[src/hw/rtl/b64d_pkg.sv]
`default_nettype none
package b64d_pkg;

  localparam int unsigned RESULT_FIFO_DEPTH = 8;
  localparam int unsigned MAX_RESULTS       = 3;

  localparam logic [7:0] PAD_CHAR = 8'h3D;

  typedef struct packed {
    logic [7:0] out_byte;
    logic       run_last;
    logic       stream_end;
    logic       decode_error;
  } res_t;

  // results caused by one item, slot 0 first
  typedef struct packed {
    logic [1:0]       cnt;
    res_t [2:0]       slot;
  } burst_t;

  typedef struct packed {
    logic valid;
    logic [5:0] sextet;
  } sextet_t;

  function automatic sextet_t map_sextet(input logic [7:0] c);
    sextet_t r;
    r.valid  = 1'b1;
    r.sextet = 6'd0;
    case (c) inside
      [8'h41:8'h5A]: r.sextet = 6'(c - 8'h41);
      [8'h61:8'h7A]: r.sextet = 6'(c - 8'h61 + 8'd26);
      [8'h30:8'h39]: r.sextet = 6'(c - 8'h30 + 8'd52);
      8'h2B:         r.sextet = 6'd62;
      8'h2F:         r.sextet = 6'd63;
      default:       r.valid  = 1'b0;
    endcase
    return r;
  endfunction

endpackage
`default_nettype wire

[src/hw/rtl/b64d_group.sv]
`default_nettype none
module b64d_group
  import b64d_pkg::*;
(
  input  wire logic       clk,
  input  wire logic       rst_n,
  input  wire logic       go,
  input  wire logic [7:0] item_char,
  input  wire logic       item_final,
  output burst_t          burst
);

  logic [5:0] store_r [3];
  logic [5:0] store_nxt [3];
  logic [1:0] pos_r, pos_nxt;
  logic [2:0] pad_r, pad_nxt;
  logic       bad_r, bad_nxt;
  logic       discard_r, discard_nxt;

  sextet_t    m;
  logic       is_pad;
  logic [5:0] s [4];
  logic [3:0] pad;
  logic [7:0] b1, b2, b3;
  logic       bad;

  always_comb begin
    m      = map_sextet(item_char);
    is_pad = (item_char == PAD_CHAR);

    // assemble the four positions of a group that ends on this item
    for (int i = 0; i < 4; i++) begin
      if (i < 32'(pos_r)) begin
        s[i]   = (i < 3) ? store_r[i % 3] : 6'd0;
        pad[i] = (i < 3) ? pad_r[i % 3] : 1'b1;
      end else if (i == 32'(pos_r)) begin
        s[i]   = m.sextet;
        pad[i] = is_pad;
      end else begin
        s[i]   = 6'd0;
        pad[i] = 1'b1;
      end
    end
    b1  = {s[0], s[1][5:4]};
    b2  = {s[1][3:0], s[2][5:2]};
    b3  = {s[2][1:0], s[3]};
    bad = bad_r || (!m.valid && !is_pad);

    store_nxt   = store_r;
    pos_nxt     = pos_r;
    pad_nxt     = pad_r;
    bad_nxt     = bad_r;
    discard_nxt = discard_r;
    burst       = '0;

    if (go) begin
      if (discard_r) begin
        if (item_final) begin
          discard_nxt = 1'b0;
          store_nxt   = '{default: 6'd0};
          pos_nxt     = 2'd0;
          pad_nxt     = 3'd0;
          bad_nxt     = 1'b0;
        end
      end else if (!item_final && pos_r != 2'd3) begin
        store_nxt[pos_r] = m.sextet;
        if (is_pad) begin
          pad_nxt[pos_r] = 1'b1;
        end else if (!m.valid) begin
          bad_nxt = 1'b1;
        end
        pos_nxt = pos_r + 2'd1;
      end else begin
        store_nxt = '{default: 6'd0};
        pos_nxt   = 2'd0;
        pad_nxt   = 3'd0;
        bad_nxt   = 1'b0;
        if (bad || (!item_final && (|pad))) begin
          discard_nxt   = !item_final;
          burst.cnt     = 2'd1;
          burst.slot[0] = '{out_byte: 8'd0, run_last: 1'b1, stream_end: 1'b1,
                            decode_error: 1'b1};
        end else if (!item_final) begin
          burst.cnt     = 2'd3;
          burst.slot[0] = '{out_byte: b1, run_last: 1'b0, stream_end: 1'b0,
                            decode_error: 1'b0};
          burst.slot[1] = '{out_byte: b2, run_last: 1'b0, stream_end: 1'b0,
                            decode_error: 1'b0};
          burst.slot[2] = '{out_byte: b3, run_last: 1'b1, stream_end: 1'b0,
                            decode_error: 1'b0};
        end else begin
          // final group: byte two only if position three is data, likewise byte three
          burst.cnt     = 2'd1 + 2'(!pad[2]) + 2'(!pad[3]);
          burst.slot[0] = '{out_byte: b1, run_last: (pad[2] && pad[3]), stream_end: 1'b1,
                            decode_error: 1'b0};
          burst.slot[1] = '{out_byte: (!pad[2] ? b2 : b3), run_last: (pad[2] || pad[3]),
                            stream_end: 1'b1, decode_error: 1'b0};
          burst.slot[2] = '{out_byte: b3, run_last: 1'b1, stream_end: 1'b1,
                            decode_error: 1'b0};
        end
      end
    end
  end

  always_ff @(posedge clk) begin
    if (!rst_n) begin
      store_r   <= '{default: 6'd0};
      pos_r     <= 2'd0;
      pad_r     <= 3'd0;
      bad_r     <= 1'b0;
      discard_r <= 1'b0;
    end else begin
      store_r   <= store_nxt;
      pos_r     <= pos_nxt;
      pad_r     <= pad_nxt;
      bad_r     <= bad_nxt;
      discard_r <= discard_nxt;
    end
  end

endmodule
`default_nettype wire

[src/hw/rtl/b64d_fifo.sv]
`default_nettype none
module b64d_fifo
  import b64d_pkg::*;
#(
  parameter int unsigned DEPTH = RESULT_FIFO_DEPTH
) (
  input  wire logic   clk,
  input  wire logic   rst_n,
  input  wire burst_t burst,
  output logic        space_ok,
  output logic        out_valid,
  input  wire logic   out_stall,
  output res_t        head
);

  localparam int unsigned PW = (DEPTH > 1) ? $clog2(DEPTH) : 1;
  localparam int unsigned CW = $clog2(DEPTH + 1);

  res_t          mem_r [DEPTH];
  logic [PW-1:0] wr_ptr_r, wr_ptr_nxt;
  logic [PW-1:0] rd_ptr_r, rd_ptr_nxt;
  logic [CW-1:0] count_r, count_nxt;
  logic [PW-1:0] wr_idx [MAX_RESULTS];
  logic [PW:0]   sum [MAX_RESULTS];
  logic          pop;

  function automatic logic [PW-1:0] wrap(input logic [PW:0] v);
    logic [PW:0] r;
    r = v;
    if (r >= (PW+1)'(DEPTH)) begin
      r = r - (PW+1)'(DEPTH);
    end
    return r[PW-1:0];
  endfunction

  always_comb begin
    for (int k = 0; k < int'(MAX_RESULTS); k++) begin
      sum[k]    = {1'b0, wr_ptr_r} + (PW+1)'(k);
      wr_idx[k] = wrap(sum[k]);
    end
    out_valid  = (count_r != '0);
    pop        = out_valid && !out_stall;
    head       = mem_r[rd_ptr_r];
    // room for a worst-case burst, judged before this cycle's pop
    space_ok   = (count_r <= CW'(DEPTH - MAX_RESULTS));
    wr_ptr_nxt = wrap({1'b0, wr_ptr_r} + (PW+1)'(burst.cnt));
    rd_ptr_nxt = pop ? wrap({1'b0, rd_ptr_r} + (PW+1)'(1)) : rd_ptr_r;
    count_nxt  = count_r + CW'(burst.cnt) - CW'(pop);
  end

  always_ff @(posedge clk) begin
    for (int k = 0; k < int'(MAX_RESULTS); k++) begin
      if (2'(k) < burst.cnt) begin
        mem_r[wr_idx[k]] <= burst.slot[k];
      end
    end
  end

  always_ff @(posedge clk) begin
    if (!rst_n) begin
      wr_ptr_r <= '0;
      rd_ptr_r <= '0;
      count_r  <= '0;
    end else begin
      wr_ptr_r <= wr_ptr_nxt;
      rd_ptr_r <= rd_ptr_nxt;
      count_r  <= count_nxt;
    end
  end

endmodule
`default_nettype wire

[src/hw/rtl/base64_stream_decoder_core.sv]
// Base64 stream decoder, decode side only.
// Input channel: in_valid / in_stall carry one character per item with
// in_final_char marking the last character of an encoded stream.
// Result channel: out_valid / out_stall carry one decoded byte per item with
// run_last, stream_end and decode_error flags. An item moves on an edge where
// valid is high and stall is low.
// The results of a character reach out_* through the input register and the
// result queue, in order, one result per cycle while out_stall is low.
// Throughput: one character per cycle; a group of four yields at most three
// results, which a result queue of FIFO_DEPTH entries smooths out. The input
// stalls while a character waits in the input register and the queue holds
// more than FIFO_DEPTH - 3 results.
// Reset (rst_n low, synchronous) empties the queue and the input register and
// starts a fresh stream at group position one.
// When the receiver stalls, the current result holds and the queue fills; the
// input then stalls once the queue can no longer take a full group's results.
`default_nettype none
module base64_stream_decoder_core
  import b64d_pkg::*;
#(
  parameter int unsigned FIFO_DEPTH = RESULT_FIFO_DEPTH
) (
  input  wire logic       clk,
  input  wire logic       rst_n,
  input  wire logic       in_valid,
  output logic            in_stall,
  input  wire logic [7:0] in_char,
  input  wire logic       in_final_char,
  output logic            out_valid,
  input  wire logic       out_stall,
  output logic [7:0]      out_byte,
  output logic            out_run_last,
  output logic            out_stream_end,
  output logic            out_decode_error
);

  logic       item_valid_r, item_valid_nxt;
  logic [7:0] item_char_r;
  logic       item_final_r;
  logic       space_ok;
  logic       go;
  logic       accept;
  burst_t     burst;
  res_t       head;

  always_comb begin
    go             = item_valid_r && space_ok;
    in_stall       = item_valid_r && !space_ok;
    accept         = in_valid && !in_stall;
    item_valid_nxt = accept ? 1'b1 : (go ? 1'b0 : item_valid_r);
  end

  always_ff @(posedge clk) begin
    if (!rst_n) begin
      item_valid_r <= 1'b0;
    end else begin
      item_valid_r <= item_valid_nxt;
    end
  end

  always_ff @(posedge clk) begin
    if (accept) begin
      item_char_r  <= in_char;
      item_final_r <= in_final_char;
    end
  end

  b64d_group u_group (
    .clk        (clk),
    .rst_n      (rst_n),
    .go         (go),
    .item_char  (item_char_r),
    .item_final (item_final_r),
    .burst      (burst)
  );

  b64d_fifo #(
    .DEPTH (FIFO_DEPTH)
  ) u_fifo (
    .clk       (clk),
    .rst_n     (rst_n),
    .burst     (burst),
    .space_ok  (space_ok),
    .out_valid (out_valid),
    .out_stall (out_stall),
    .head      (head)
  );

  assign out_byte         = head.out_byte;
  assign out_run_last     = head.run_last;
  assign out_stream_end   = head.stream_end;
  assign out_decode_error = head.decode_error;

endmodule
`default_nettype wire
[config.mk]
export PLATFORM = sky130hd
export DESIGN_NAME = base64_stream_decoder_core
export DESIGN_NICKNAME = d
export VERILOG_FILES = /design/src/hw/rtl/b64d_pkg.sv /design/src/hw/rtl/b64d_group.sv /design/src/hw/rtl/b64d_fifo.sv /design/src/hw/rtl/base64_stream_decoder_core.sv
export SDC_FILE = /design/constraint.sdc
export NUM_CORES = 1
export LEC_CHECK = 0
export ABC_AREA = 1
export BUFFER_PORTS_ARGS = -buffer_cell sky130_fd_sc_hd__buf_2
export CAP_MARGIN = 20
export CORE_MARGIN = 2
export CORE_UTILIZATION = 55
export DETAILED_ROUTE_END_ITERATION = 7
export HOLD_SLACK_MARGIN = 0.03
export PLACE_DENSITY = 0.72
export SYNTH_ARGS = -nofsm -noshare
export SYNTH_HDL_FRONTEND = slang
export SYNTH_SLANG_ARGS = --single-unit
[constraint.sdc]
create_clock -name clk -period 3.76 [get_ports clk]
set_input_delay 0.188 -clock clk [delete_from_list [all_inputs] [get_ports clk]]
set_output_delay 0.188 -clock clk [all_outputs]
set_load 0.05 [all_outputs]
**Word level (Yosys, flattened, before mapping)**

Memories as Yosys holds them, arrays and structs flattened. A register that Yosys moved wholly into a read port is not among the register bits.
Index checks and enable logic that the tools add are counted.
W data, S select, Z words.

- Flip-flop bits (word level): 45
- RAM bits: 88
- Input port bits: 13
- Output and inout port bits: 13
- Logic and storage cells: 170
- Memories: 1

- Add/sub/neg operators: 19
- Magnitude comparators: 22
- Equal/unequal tests: 11
- Muxes and demuxes: 71
- Bitwise gates (word level): 2
- Reduce and logical (&&, ||, !) cells: 31

Memory list:

| name | depth | width | rd ports | clocked after memory_dff | write ports | line | RTL |
|---|---|---|---|---|---|---|---|
| u_fifo.mem_r | 8 | 11 | 1 | 1 | 3 | b64d_fifo.sv:19 | `res_t mem_r [DEPTH];` |

Operators by type and width:

| cell | count |
|---|---|
| $mux W35 | 4 |
| $mux W6 | 13 |
| $mux W18 | 3 |
| $mux W3 | 11 |
| $mux W1 | 30 |
| $eq A8 B6 Y1 const B | 3 |
| $mux W22 | 1 |
| $bwmux W18 | 1 |
| $ge A4 B4 Y1 const B | 4 |
| $ge A8 B7 Y1 const B | 2 |
| $le A8 B7 Y1 const B | 2 |
| $sub A3 B1 Y3 const B | 5 |
| $logic_and A1 B1 Y1 | 13 |
| $demux W6 S2 | 1 |
| $sub A6 B6 Y6 const B | 2 |
| $mux W11 | 1 |
| $add A3 B1 Y4 const B | 2 |
| $ge A8 B6 Y1 const B | 1 |
| $le A8 B6 Y1 const B | 1 |
| $logic_not A1 Y1 | 8 |
| $lt A1 B2 Y1 const A | 4 |
| $mux W2 | 4 |
| $mux W8 | 1 |
| $add A6 B5 Y6 const B | 1 |
| 32 further kinds | 38 |

**Depth between registers and ports, before layout**

- Word-level depth: 17
- Gate-level depth with buffers: 21

**Cells and area by module**

From an unflattened synthesis, not the netlist that was laid out.

- Cell total of the unflattened synthesis: 1363
- Area total of the unflattened synthesis: 9723.1 µm²

Modules (own cells, without submodules):

| module | instances | cells an instance | area each (µm²) | seq. area each (µm²) |
|---|---|---|---|---|
| b64d_fifo | 1 | 936 | 6942.9 | 2902.8 |
| b64d_group | 1 | 408 | 2449.8 | 500.5 |
| base64_stream_decoder_core | 1 | 19 | 330.3 | 290.3 |

**Worst setup path after synthesis**

Ideal clock, no wire load.

- Kind: register to register
- Start point: reg u_group.pos_r[1]
- End point: mem u_fifo.mem_r[3][10] (netlist name) (enable)
- Library setup time: 0.391 ns
- Data arrival time: 2.998 ns
- Required time: 3.369 ns
- Path slack: 0.371 ns
- Stages on the path, launching flop included: 16
- Path buffers: 1
- Period minus slack after synthesis: 3.389 ns
- Path through: dfxtp_1 ha_1 clkinv_1 o21ai_1 ha_1 nand2_1 a21oi_1 nand2_1 nand2_2 inv_2 nor2_8 nand3_4 nand2_2 buf_6 inv_1 o21ai_0

RTL lines:

| element | line | RTL |
|---|---|---|
| start, declared | b64d_group.sv:15 | `logic [1:0] pos_r, pos_nxt;` |
| start signal, assigned | b64d_group.sv:114 | `pos_r <= pos_nxt;` |
| end, declared | b64d_fifo.sv:19 |  |

==> impl_metrics.sql <==
INSERT INTO impl_metrics (metric_group, metric, value, unit) VALUES
('outcome', 'status', 'completed', ''),
('worst_hold_path', 'worst_hold_path_type', 'input port to flop', ''),
('floorplan', 'io-pin-count', '26', ''),
('global_route', 'grt_pass1_wl', '44000', 'µm'),
('worst_setup_path', 'cp.arrival', '3690', 'ps'),
('cells_and_area', 'nets', '1368', ''),
('run', 'max-cap-violations', '0', ''),
('global_route', 'grt_overflow', '0', ''),
('floorplan', 'die_width', '133', 'µm'),
('floorplan', 'initial_utilization', '56.8', '%'),
('routing', 'antenna_left', '0', ''),
('power_and_ir_drop', 'power_per_cell_area', '491', 'nW/µm²'),
('logic_synthesis', 'synth_nets', '1312', ''),
('logic_synthesis', 'predominant_post_synthesis_flop_cell', 'edfxtp_1', ''),
('worst_setup_path', 'worst_setup_path_start_kind', 'flop', ''),
('place', 'dp.final_hpwl', '20000', 'µm'),
('place', 'io_buffers', '25', ''),
('logic_synthesis', 'proportion_of_synthesized_chip_area_in_sequential_cells', '39.8', '%'),
('worst_setup_path', 'kind_of_end_point_of_the_critical_path', 'flop', ''),
('floorplan', 'die_area', '17600', 'µm²'),
('logic_synthesis', 'synth.avg_cell_area', '7.14', 'µm²'),
('worst_setup_path', 'crit_start', 'u_group.pos_r[0]', ''),
('floorplan', 'placement_rows', '46', ''),
('timing', 'timing.final.ws_setup', '257', 'ps'),
('worst_setup_path', 'crit-reg2reg-launch', 'u_group.pos_r[0]', ''),
('worst_setup_path', 'crit_chain', 'inv_1, ha_1, inv_1, nor2_2, nand2_1, o21ai_1, ha_1, nand2_1, a21oi_1, nand2_1, nand2_2, inv_2, nor2_8, nand3_4, nor2_4, nand2_1, buf_4, inv_1, nand2_1, nand2_1, inv_1', ''),
('timing', 'min_period_over_period', '93.2', '%'),
('place', 'placement.cell_area', '9560', 'µm²'),
('worst_setup_path', 'path_common_cell', 'nand2_1', ''),
('routing', 'firstDrtPassIters', '6', ''),
('cells_and_area', 'layout_fillers', '1470', ''),
('timing', 'max_slew_margin', '46.5', '%'),
('global_route', 'maximum_number_of_pins_on_one_net_before_global_route_repair', '45', ''),
('cts', 'clock-sinks', '136', ''),
('routing', 'routed_wirelength', '28000', 'µm'),
('logic_synthesis', 'postSynth.asyncResetShare', '0', '%'),
('global_route', 'grt_antenna_before_repair', '0', ''),
('cells_and_area', 'area_growth_syn_to_layout', '12.9', '%'),
('timing', 'period_needed', '3500', 'ps'),
('worst_setup_path', 'critical_path_required', '3950', 'ps'),
('worst_hold_path', 'beginning_of_the_worst_hold_path', 'rst_n', ''),
('worst_setup_path', 'critPathMaxStageDelay', '340', 'ps'),
('place', 'place_worst_setup_slack', '327', 'ps'),
('global_route', 'grtUsageTotal', '32.3', '%'),
('global_route', 'number_of_global_route_vias_before_repair', '7949', ''),
('worst_setup_path', 'cp_slowest_cell', 'dfxtp_1', ''),
('timing', 'post_route_clock_skew', '8.78', 'ps'),
('cts', 'h-tree-depth', '4', ''),
('cells_and_area', 'postLayoutCellArea', '10300', 'µm²'),
('timing', 'final_hold_viol_count', '0', ''),
('routing', 'via_count', '8853', ''),
('timing', 'timing.fmax', '285', 'MHz'),
('cells_and_area', 'final-seq-area', '3610', 'µm²'),
('routing', 'detailedRoute.firstIterationViolations', '1199', ''),
('floorplan', 'core', '16000', 'µm²'),
('cells_and_area', 'final_layout_size_suffix_gt1_share', '11.9', '%'),
('logic_synthesis', 'synth_cell_types', '45', ''),
('cts', 'num_cts_buffers', '17', ''),
('floorplan', 'fp.dieH', '133', 'µm'),
('logic_synthesis', 'netlist_area', '9080', 'µm²'),
('cts', 'clk_transition_reported_paths', '60', 'ps'),
('timing', 'maxSlewViolCount', '0', ''),
('timing', 'worst-slew-pin-transition', '796', 'ps'),
('worst_setup_path', 'timing.setup.critical_path_class', 'flop to flop', ''),
('timing', 'setup_viol', '0', ''),
('logic_synthesis', 'synth-warning-count', '0', ''),
('logic_synthesis', 'post_synth_inst_count', '1272', ''),
('logic_synthesis', 'synth_enable_flop_cells', '89', ''),
('cts', 'clk-insertion-delay-late', '430', 'ps'),
('cells_and_area', 'mostFrequentLayoutCells', '381 x nand2_1, 157 x nand3_1, 135 x inv_1', ''),
('power_and_ir_drop', 'vdd_drop_max', '297', 'µV');
## metrics by stage
step	TNS (ps)	hold WS, ps	power, mW	std cells	utilization, %
2_1_floorplan	0	287	2.98	1272	-
3_3_place_gp	0	364	3.38	1510	59.7
3_5_place_dp	0	366	3.40	1510	59.7
4_1_cts	0	57.1	5.03	1552	63.9
5_1_grt	-63.2	92.5	5.28	1557	64.1
6_report	0	65.3	5.04	1557	64.1
## layout make-up
| class | instances | share of cell area, % |
|---|---|---|
| Clock buffer | 19 | 4.22 |
| Timing Repair Buffer | 78 | 5.34 |
| Sequential cell | 136 | 35.2 |
| Clock inverter | 13 | 1.27 |
| Inverter | 145 | 5.30 |
| Tap cell | 216 | 2.63 |
| Multi-Input combinational cell | 950 | 46.0 |
## power by group
part / total [mW] / internal [mW] / switching (mW)
combinational: 1.69 / 0.448 / 1.24
clock: 1.62 / 0.968 / 0.655
sequential: 1.73 / 1.67 / 0.0606
## cells by family after synthesis
kind of cell | synth area share, %
compound gates | 10.5
flops | 39.8
buf+inv | 8.28
xor+xnor | 0.868
simple gates | 36.7
fa+ha+maj | 3.88
## worst paths after layout
check / end / slack (ps) / cells after the start
max: u_fifo.mem_r[0][3] / 260 / 21
max reg2reg: u_fifo.mem_r[0][3] / 260 / 21
min reg2reg: flop / 460 / 2
min: u_fifo.count_r[0] / 70 / 3
## state kept, by name, indices dropped and copies added, names as in the netlist, named ones only
name,flops
u_fifo.wr_ptr_r,3
u_group.store_r,18
u_fifo.mem_r,88
u_group.discard_r,1
u_fifo.count_r,4
item_final_r,1
u_fifo.rd_ptr_r,3
item_valid_r,1
u_group.pad_r,3
u_group.bad_r,1
item_char_r,8
u_group.pos_r,2
## synthesized netlist by cell type (13+ instances only)
cell type | instances | area, µm²
a31oi_1 | 13 | 81.3
a21oi_1 | 37 | 185
nor2_2 | 19 | 119
o21ai_0 | 68 | 340
nand2_1 | 381 | 1430
nand3_1 | 157 | 786
dfxtp_1 | 47 | 941
edfxtp_1 | 89 | 2670
clkbuf_1 | 27 | 101
ha_1 | 25 | 313
inv_1 | 135 | 507
o211ai_1 | 16 | 120
nor2_1 | 129 | 484
## critical path: cells and delay by family, from the launching register on
family,cells,cell delay (ps)
and+or+nand+nor,11,1480
DFF,1,340
AOI/OAI and AO/OA,2,220
adders and majority gates,2,470
buffers and inverters,6,740
## timing repair
item / in CTS / in global routing
hold buffers: 10 / 0
setup endpoints to repair: 0 / 8
resized for setup: 0 / 1
hold endpoints to repair: 10 / 0
buffers inserted: 0 / 5
## layer usage
layer | vias up | global-route usage [%] | share of wire [%]
met5 | - | 0 | 0
met4 | 0 | 12.8 | 3.0
met3 | 60 | 6.63 | 9.8
met2 | 461 | 50.5 | 45
met1 | 4028 | 44.1 | 42
li1 | 4304 | - | -
(Power assumes the default switching activity.)
